===== src/rtl/core/cpd_pkg.sv =====
// Shared types and constants for the command packet deframer.
// Holds frame marker values and the control/status structs between controller and datapath.
// No dependencies.
package cpd_pkg;

  localparam logic [7:0] MARK_START_A = 8'hFA;
  localparam logic [7:0] MARK_START_B = 8'hFB;
  localparam logic [7:0] MARK_END_A   = 8'hFC;
  localparam logic [7:0] MARK_END_B   = 8'hFD;

  typedef struct packed {
    logic load_command;
    logic load_length;
    logic store_byte;
    logic load_check;
    logic start_data;
    logic start_empty;
    logic fetch;
    logic advance;
  } cpd_cmd_t;

  typedef struct packed {
    logic is_start_a;
    logic is_start_b;
    logic is_end_a;
    logic is_end_b;
    logic byte_zero;
    logic fill_full;
    logic fill_done;
    logic check_ok;
    logic length_zero;
    logic emit_last;
  } cpd_status_t;

endpackage


===== src/rtl/core/cpd_ctrl.sv =====
// Frame controller of the command packet deframer.
// Tracks the frame phase and sequences the result run; depends on cpd_pkg.
module cpd_ctrl
  import cpd_pkg::*;
(
  input  logic        clk,
  input  logic        rst,
  input  logic        rx_valid,
  output logic        rx_stall,
  output logic        cmd_valid,
  input  logic        cmd_stall,
  input  cpd_status_t status,
  output cpd_cmd_t    ctl
);

  localparam logic [3:0] ST_IDLE    = 4'd0;
  localparam logic [3:0] ST_START_B = 4'd1;
  localparam logic [3:0] ST_CODE    = 4'd2;
  localparam logic [3:0] ST_LEN     = 4'd3;
  localparam logic [3:0] ST_DATA    = 4'd4;
  localparam logic [3:0] ST_CHECK   = 4'd5;
  localparam logic [3:0] ST_END_A   = 4'd6;
  localparam logic [3:0] ST_END_B   = 4'd7;
  localparam logic [3:0] ST_FETCH   = 4'd8;
  localparam logic [3:0] ST_PRESENT = 4'd9;

  logic [3:0] state;
  logic [3:0] state_next;
  logic       rx_take;
  logic       cmd_take;

  assign rx_stall  = (state == ST_FETCH) || (state == ST_PRESENT);
  assign cmd_valid = (state == ST_PRESENT);
  assign rx_take   = rx_valid && !rx_stall;
  assign cmd_take  = cmd_valid && !cmd_stall;

  always_comb begin
    state_next = state;
    ctl        = '0;
    unique case (state)
      ST_IDLE: begin
        if (rx_take && status.is_start_a) state_next = ST_START_B;
      end
      ST_START_B: begin
        if (rx_take) state_next = status.is_start_b ? ST_CODE : ST_IDLE;
      end
      ST_CODE: begin
        if (rx_take) begin
          ctl.load_command = 1'b1;
          state_next       = ST_LEN;
        end
      end
      ST_LEN: begin
        if (rx_take) begin
          ctl.load_length = 1'b1;
          state_next      = status.byte_zero ? ST_CHECK : ST_DATA;
        end
      end
      ST_DATA: begin
        if (rx_take) begin
          if (status.fill_full) begin
            state_next = ST_IDLE;
          end else begin
            ctl.store_byte = 1'b1;
            if (status.fill_done) state_next = ST_CHECK;
          end
        end
      end
      ST_CHECK: begin
        if (rx_take) begin
          ctl.load_check = 1'b1;
          state_next     = ST_END_A;
        end
      end
      ST_END_A: begin
        if (rx_take) state_next = status.is_end_a ? ST_END_B : ST_IDLE;
      end
      ST_END_B: begin
        if (rx_take) begin
          if (status.is_end_b && status.check_ok) begin
            if (status.length_zero) begin
              ctl.start_empty = 1'b1;
              state_next      = ST_PRESENT;
            end else begin
              ctl.start_data = 1'b1;
              state_next     = ST_FETCH;
            end
          end else begin
            state_next = ST_IDLE;
          end
        end
      end
      ST_FETCH: begin
        ctl.fetch  = 1'b1;
        state_next = ST_PRESENT;
      end
      ST_PRESENT: begin
        if (cmd_take) begin
          if (status.emit_last) begin
            state_next = ST_IDLE;
          end else begin
            ctl.advance = 1'b1;
            state_next  = ST_FETCH;
          end
        end
      end
      default: begin
        state_next = ST_IDLE;
      end
    endcase
  end

  always_ff @(posedge clk) begin
    if (rst) begin
      state <= ST_IDLE;
    end else begin
      state <= state_next;
    end
  end

endmodule


===== src/rtl/core/cpd_datapath.sv =====
// Datapath of the command packet deframer.
// Holds frame fields, the payload buffer, the checksum and the result index; depends on cpd_pkg.
module cpd_datapath
  import cpd_pkg::*;
#(
  parameter int BUFFER_BYTES = 64
)
(
  input  logic        clk,
  input  logic        rst,
  input  logic [7:0]  rx_byte,
  input  cpd_cmd_t    ctl,
  output cpd_status_t status,
  output logic [7:0]  command,
  output logic [6:0]  payload_length,
  output logic        has_data,
  output logic [5:0]  byte_position,
  output logic [7:0]  payload_byte,
  output logic        last
);

  localparam int AW = (BUFFER_BYTES > 1) ? $clog2(BUFFER_BYTES) : 1;
  localparam int CW = $clog2(BUFFER_BYTES + 1);

  logic [7:0]    payload_store [BUFFER_BYTES];
  logic [7:0]    rd_data;
  logic [7:0]    held_command;
  logic [7:0]    held_length;
  logic [CW-1:0] fill_index;
  logic [CW-1:0] emit_index;
  logic [7:0]    running_check;
  logic [7:0]    received_check;
  logic [31:0]   position_wide;

  always_ff @(posedge clk) begin
    if (ctl.store_byte) begin
      payload_store[fill_index[AW-1:0]] <= rx_byte;
    end
    if (ctl.fetch) begin
      rd_data <= payload_store[emit_index[AW-1:0]];
    end
  end

  always_ff @(posedge clk) begin
    if (rst) begin
      held_command   <= '0;
      held_length    <= '0;
      fill_index     <= '0;
      emit_index     <= '0;
      running_check  <= '0;
      received_check <= '0;
      has_data       <= 1'b0;
    end else begin
      if (ctl.load_command) held_command <= rx_byte;
      if (ctl.load_length) begin
        held_length   <= rx_byte;
        running_check <= held_command ^ rx_byte;
        fill_index    <= '0;
      end
      if (ctl.store_byte) begin
        fill_index    <= fill_index + CW'(1);
        running_check <= running_check ^ rx_byte;
      end
      if (ctl.load_check) received_check <= rx_byte;
      if (ctl.start_data || ctl.start_empty) begin
        emit_index <= '0;
        has_data   <= ctl.start_data;
      end
      if (ctl.advance) emit_index <= emit_index + CW'(1);
    end
  end

  assign status.is_start_a  = (rx_byte == MARK_START_A);
  assign status.is_start_b  = (rx_byte == MARK_START_B);
  assign status.is_end_a    = (rx_byte == MARK_END_A);
  assign status.is_end_b    = (rx_byte == MARK_END_B);
  assign status.byte_zero   = (rx_byte == 8'd0);
  assign status.fill_full   = (fill_index >= CW'(BUFFER_BYTES));
  assign status.fill_done   = ((9'(fill_index) + 9'd1) >= 9'(held_length));
  assign status.check_ok    = (running_check == received_check);
  assign status.length_zero = (held_length == 8'd0);
  assign status.emit_last   = last;

  assign position_wide  = 32'(emit_index);
  assign command        = held_command;
  assign payload_length = held_length[6:0];
  assign byte_position  = position_wide[5:0];
  assign payload_byte   = has_data ? rd_data : 8'd0;
  assign last           = !has_data || ((9'(emit_index) + 9'd1) == 9'(held_length));

endmodule


===== src/rtl/core/command_packet_deframer.sv =====
// Top level of the command packet deframer.
// Joins the frame controller and the datapath; depends on cpd_pkg, cpd_ctrl, cpd_datapath.
//
//   Channel  Handshake             Payload
//   rx       rx_valid / rx_stall   rx_byte
//   cmd      cmd_valid / cmd_stall command, payload_length, has_data, byte_position,
//                                  payload_byte, last
//
// One received byte is taken per cycle while a frame is being parsed.
// A good frame with payload then emits its results, each as a buffer read followed by
// presentation; an empty frame emits its single result without a buffer read.
// Input is stalled for the whole run.
// A stall on the result channel holds the current item and extends the run.
// Reset is synchronous and returns the block to waiting for a start marker.
module command_packet_deframer
  import cpd_pkg::*;
#(
  parameter int BUFFER_BYTES = 64
)
(
  input  logic       clk,
  input  logic       rst,
  input  logic       rx_valid,
  output logic       rx_stall,
  input  logic [7:0] rx_byte,
  output logic       cmd_valid,
  input  logic       cmd_stall,
  output logic [7:0] command,
  output logic [6:0] payload_length,
  output logic       has_data,
  output logic [5:0] byte_position,
  output logic [7:0] payload_byte,
  output logic       last
);

  cpd_cmd_t    ctl;
  cpd_status_t status;

  cpd_ctrl u_ctrl (
    .clk       (clk),
    .rst       (rst),
    .rx_valid  (rx_valid),
    .rx_stall  (rx_stall),
    .cmd_valid (cmd_valid),
    .cmd_stall (cmd_stall),
    .status    (status),
    .ctl       (ctl)
  );

  cpd_datapath #(
    .BUFFER_BYTES (BUFFER_BYTES)
  ) u_datapath (
    .clk            (clk),
    .rst            (rst),
    .rx_byte        (rx_byte),
    .ctl            (ctl),
    .status         (status),
    .command        (command),
    .payload_length (payload_length),
    .has_data       (has_data),
    .byte_position  (byte_position),
    .payload_byte   (payload_byte),
    .last           (last)
  );

  // Input must be held off while any result is shown.
  assert property (@(posedge clk) disable iff (rst) cmd_valid |-> rx_stall)
    else $error("input not stalled during result run");

  // A result without data always ends its frame.
  assert property (@(posedge clk) disable iff (rst) (cmd_valid && !has_data) |-> last)
    else $error("empty frame result without last");

  // After a non-final result is taken, the next cycle is a buffer read.
  assert property (@(posedge clk) disable iff (rst)
    (cmd_valid && !cmd_stall && !last) |=> (!cmd_valid && rx_stall))
    else $error("result run did not continue with a buffer read");

  // After the final result is taken, input is open again.
  assert property (@(posedge clk) disable iff (rst)
    (cmd_valid && !cmd_stall && last) |=> !rx_stall)
    else $error("input still stalled after last result");

endmodule


===== config.mk =====
export PLATFORM = sky130hd
export DESIGN_NAME = command_packet_deframer
export DESIGN_NICKNAME = d
export VERILOG_FILES = /design/src/rtl/core/cpd_pkg.sv /design/src/rtl/core/cpd_ctrl.sv /design/src/rtl/core/cpd_datapath.sv /design/src/rtl/core/command_packet_deframer.sv
export SDC_FILE = /design/constraint.sdc
export NUM_CORES = 1
export LEC_CHECK = 0
export BUFFER_PORTS_ARGS = -buffer_cell sky130_fd_sc_hd__buf_2
export CORE_MARGIN = 2
export CORE_UTILIZATION = 61
export CTS_BUF_LIST = sky130_fd_sc_hd__clkbuf_16
export CTS_CLUSTER_DIAMETER = 50
export CTS_CLUSTER_SIZE = 30
export DETAILED_ROUTE_END_ITERATION = 6
export PLACE_DENSITY_LB_ADDON = 0.2
export SLEW_MARGIN = 20
export SYNTH_ARGS = -nofsm -noshare
export SYNTH_HDL_FRONTEND = slang
export SYNTH_HIERARCHICAL = 1
export SYNTH_SLANG_ARGS = --single-unit

===== constraint.sdc =====
create_clock -name clk -period 3.3 [get_ports clk]
set_input_delay 0.495 -clock clk [delete_from_list [all_inputs] [get_ports clk]]
set_output_delay 0.495 -clock clk [all_outputs]
set_load 0.01 [all_outputs]

==> impl_metrics.yaml <==
outcome:
  status: "finished, final reports clean"
synthesis:
  syn-num-nets: 1359
  netlist_area_mm2: 0.02337
  ys.flop_type: "edfxtp_1"
  synth_edf_count: 520
  yosysSeqAreaShare_pct: 71.19
  yosysWarnings: 6
  syn_inst: 1336
  ys_async_sr_fraction_pct: 0
  synth.avg_cell_area_um2: 17.49
  synth.distinct_cells: 60
  yosys_register_bits: 571
floorplan:
  io_pins: 45
  die_y_um: 199.7
  core_mm2: 0.03767
  die_w_um: 199.7
  rows: 71
  initial_core_util_pct: 62.04
  dieArea_mm2: 0.03989
global_routing:
  grt_pass1_vias: 12230
  gr-total-overflow: 0
  antenna_found_initial: 1
  grt_usage_pct: 26.88
  grt_max_degree: 110
  grt_pass1_wl_mm: 77.73
clocking:
  cts_max_level: 2
  cts.sinks: 571
  clock_path_buffers: 3
  cts_resized: 0
  post-cts-setup-buffer-count: 0
  clk_pin_slew_ns: 0.08
  cts_hold_buf: 0
  clk_root_buffer_cell: "clkbuf_16"
  tritoncts: "yes"
  clock_latency_ns: 0.57
  cts-buffers-inserted: 43
finish:
  drive_above_1_share_pct: 26.03
  final_common_cell: "edfxtp_1"
  final_net_count: 1465
  layoutNonFillerInstCount: 1986
  antennaDiodeCount: 0
  area_growth_syn_to_layout_pct: 11.49
  final_cell_mix: "edfxtp_1 (520), nor2_1 (145), mux4_2 (128)"
critical_path:
  crit_arrival_ns: 2.59
  regToRegSetupSlack_ns: 0.32
  critPathKind: "register to output pin"
  r2r_cells: 7
  end_kind: "output pin"
  startpoint_type: "register"
  critPathMaxFanout: 12
  crit_start: "u_datapath/emit_index[1]"
  r2r-start: "u_datapath/emit_index[0]"
  worstPathRequired_ns: 2.80
  r2r-end: "u_datapath/rd_data[4]"
placed_design:
  routabilityCongestion: 0.8366
  preCtsSetupSlack_ns: 0.3070
  place.detailed.hpwl_mm: 31.88
  placedCellCount: 1908
  io_buffer_count: 44
min_path:
  min_from: "cmd_stall"
  hold_path_depth: 3
  worstHoldEndpoint: "u_ctrl/state[3]"
  hold_path.class: "input pin to register"
drt:
  wl_per_cell_um: 26.09
  wl_mm: 51.81
  drt_drc_violations_left: 0
  num_vias: 12630
  drt-pass1-iter-count: 5
  postRouteAntennaNets: 0
  routed_via_density: 6.360
  drtIter0Drc: 1547
pwr:
  p_leak_nw: 8.184
  peakVddDrop_uv: 387.0
  clkPwrFrac_pct: 39.5
  switchingPower_mw: 2.729
  comb_power_share_pct: 1.3
  p_per_area_mw_per_mm2: 509.6
  p_sw_share_pct: 20.56
  p_int_mw: 10.55
  power_frac_seq_pct: 59.2
timing:
  tns_ns: 0
  fmax_mhz: 324.4
  relSlewSlack_pct: 45.23
  hold_viol: 0
  setup_viol: 0
  fin_crit_sh_pct: 93.41
  layout_min_cycle_time_ns: 3.083
  clock_skew_ns: 0.01554
  slew_viol_final: 0
  finalWorstSetupSlack_ns: 0.2174
  rsz0062_at_grt: "false"
  worstMarginPinSlew_ns: 0.8216
job:
  cap_violations: 0
-- power groups by stage --
stage          Sequential, mW  Combinational (mW)  Clock (mW)
2_1_floorplan            8.03              0.0290           0
3_3_place_gp             8.03               0.166           0
3_5_place_dp             8.03               0.176           0
4_1_cts                  7.86               0.175        5.33
5_1_grt                  7.86               0.186        5.59
6_report                 7.86               0.172        5.24
-- cell type report --
cell class	instances	area, µm²
clock buffer	45	1126
clock inverter	33	290.3
fill	2469	11610
inverter	18	72.57
multi-input combinational	652	6163
sequential	571	16650
tap	511	639.4
timing repair buffer	156	1111
-- how the worst max path moves through the flow --
stage	to	slack [ns]
3_5_place_dp	u_datapath/rd_data[4]	0.31
3_3_place_gp	u_datapath/rd_data[4]	0.36
2_1_floorplan	u_datapath/emit_index[3]	0.33
4_1_cts	last	0.22
5_1_grt	last	0.02
6_report	last	0.22
-- cell usage after synthesis (all sizes together), types with 2 or more instances --
| master | count | area (µm²) |
|---|---|---|
| o311ai | 9 | 78.83 |
| dfxtp | 51 | 1021 |
| nor3 | 16 | 80.08 |
| clkbuf | 39 | 146.4 |
| nand2b | 13 | 88.83 |
| or2 | 4 | 25.02 |
| o32ai | 4 | 35.03 |
| nand2 | 34 | 127.6 |
| inv | 17 | 63.81 |
| a22o | 13 | 113.9 |
| o211ai | 6 | 45.04 |
| mux2i | 34 | 340.3 |
| a211oi | 14 | 105.1 |
| a21o | 3 | 22.52 |
| and2 | 10 | 62.56 |
| nor4 | 4 | 25.02 |
| xnor2 | 22 | 192.7 |
| xor2 | 12 | 105.1 |
| edfxtp | 520 | 15610 |
| nand4b | 2 | 17.52 |
| or3 | 5 | 31.28 |
| mux2 | 10 | 112.6 |
| nor3b | 4 | 30.03 |
| nor2 | 145 | 544.3 |
| nor4b | 2 | 17.52 |
| a311oi | 2 | 17.52 |
| buf | 56 | 374.1 |
| nand3 | 16 | 80.08 |
| o32a | 6 | 60.06 |
| nor2b | 16 | 100.1 |
| a22oi | 2 | 15.01 |
| mux4 | 128 | 2883 |
| o21ai | 28 | 140.1 |
| nand4 | 6 | 37.54 |
| a21oi | 39 | 198.9 |
| or3b | 4 | 35.04 |
| nand3b | 5 | 37.54 |
| ha | 11 | 137.6 |
| o21bai | 2 | 15.01 |
| o22ai | 8 | 50.05 |
| or4 | 3 | 22.52 |
-- kinds of logic after synthesis --
family	Yosys count	share of synthesized area, %
buffers and inverters	113	2.538
flip-flops	571	71.19
XOR/XNOR	34	1.274
multiplexers	172	14.28
adder cells (fa/ha/maj)	11	0.5890
AO/OA/AOI/OAI	143	4.187
AND/OR/NAND/NOR	292	5.944
-- registers in the layout (all words and copies together), names as in the netlist --
signal,cells
u_datapath/has_data,1
u_datapath/held_length,8
u_datapath/rd_data,8
u_datapath/running_check,8
u_datapath/fill_index,7
u_datapath/payload_store,512
u_datapath/command,8
u_ctrl/state,4
u_datapath/received_check,8
u_datapath/emit_index,7
-- critical path: stages, from the launching register on --
cell and delay, ns:
dfxtp_4 0.47, nand3_1 0.26, or3_1 0.47, o21ai_1 0.14, o21bai_1 0.07, o22a_1 0.20
o21ai_1 0.23, buf_2 0.19
-- through the flow --
step | total power, mW | area, µm² | hold slack, ns | util [%]
4_1_cts | 13.37 | 26050 | 0.2070 | 69.16
5_1_grt | 13.64 | 26050 | 0.2357 | 69.16
3_5_place_dp | 8.206 | 24630 | 0.5071 | 65.40
3_3_place_gp | 8.195 | 24630 | 0.4944 | 65.40
6_report | 13.28 | 26050 | 0.2314 | 69.16
2_1_floorplan | 8.063 | 23370 | 0.4822 | -
-- layer usage --
metal | vias to the layer above | track usage (%) | share of wire (%)
li1 | 5478 | - | -
met1 | 6542 | 39.67 | 41
met2 | 541 | 42.98 | 49
met3 | 69 | 4.084 | 7.7
met4 | 0 | 6.694 | 2.0
met5 | - | 0 | 0
(Power assumes the default switching activity.)
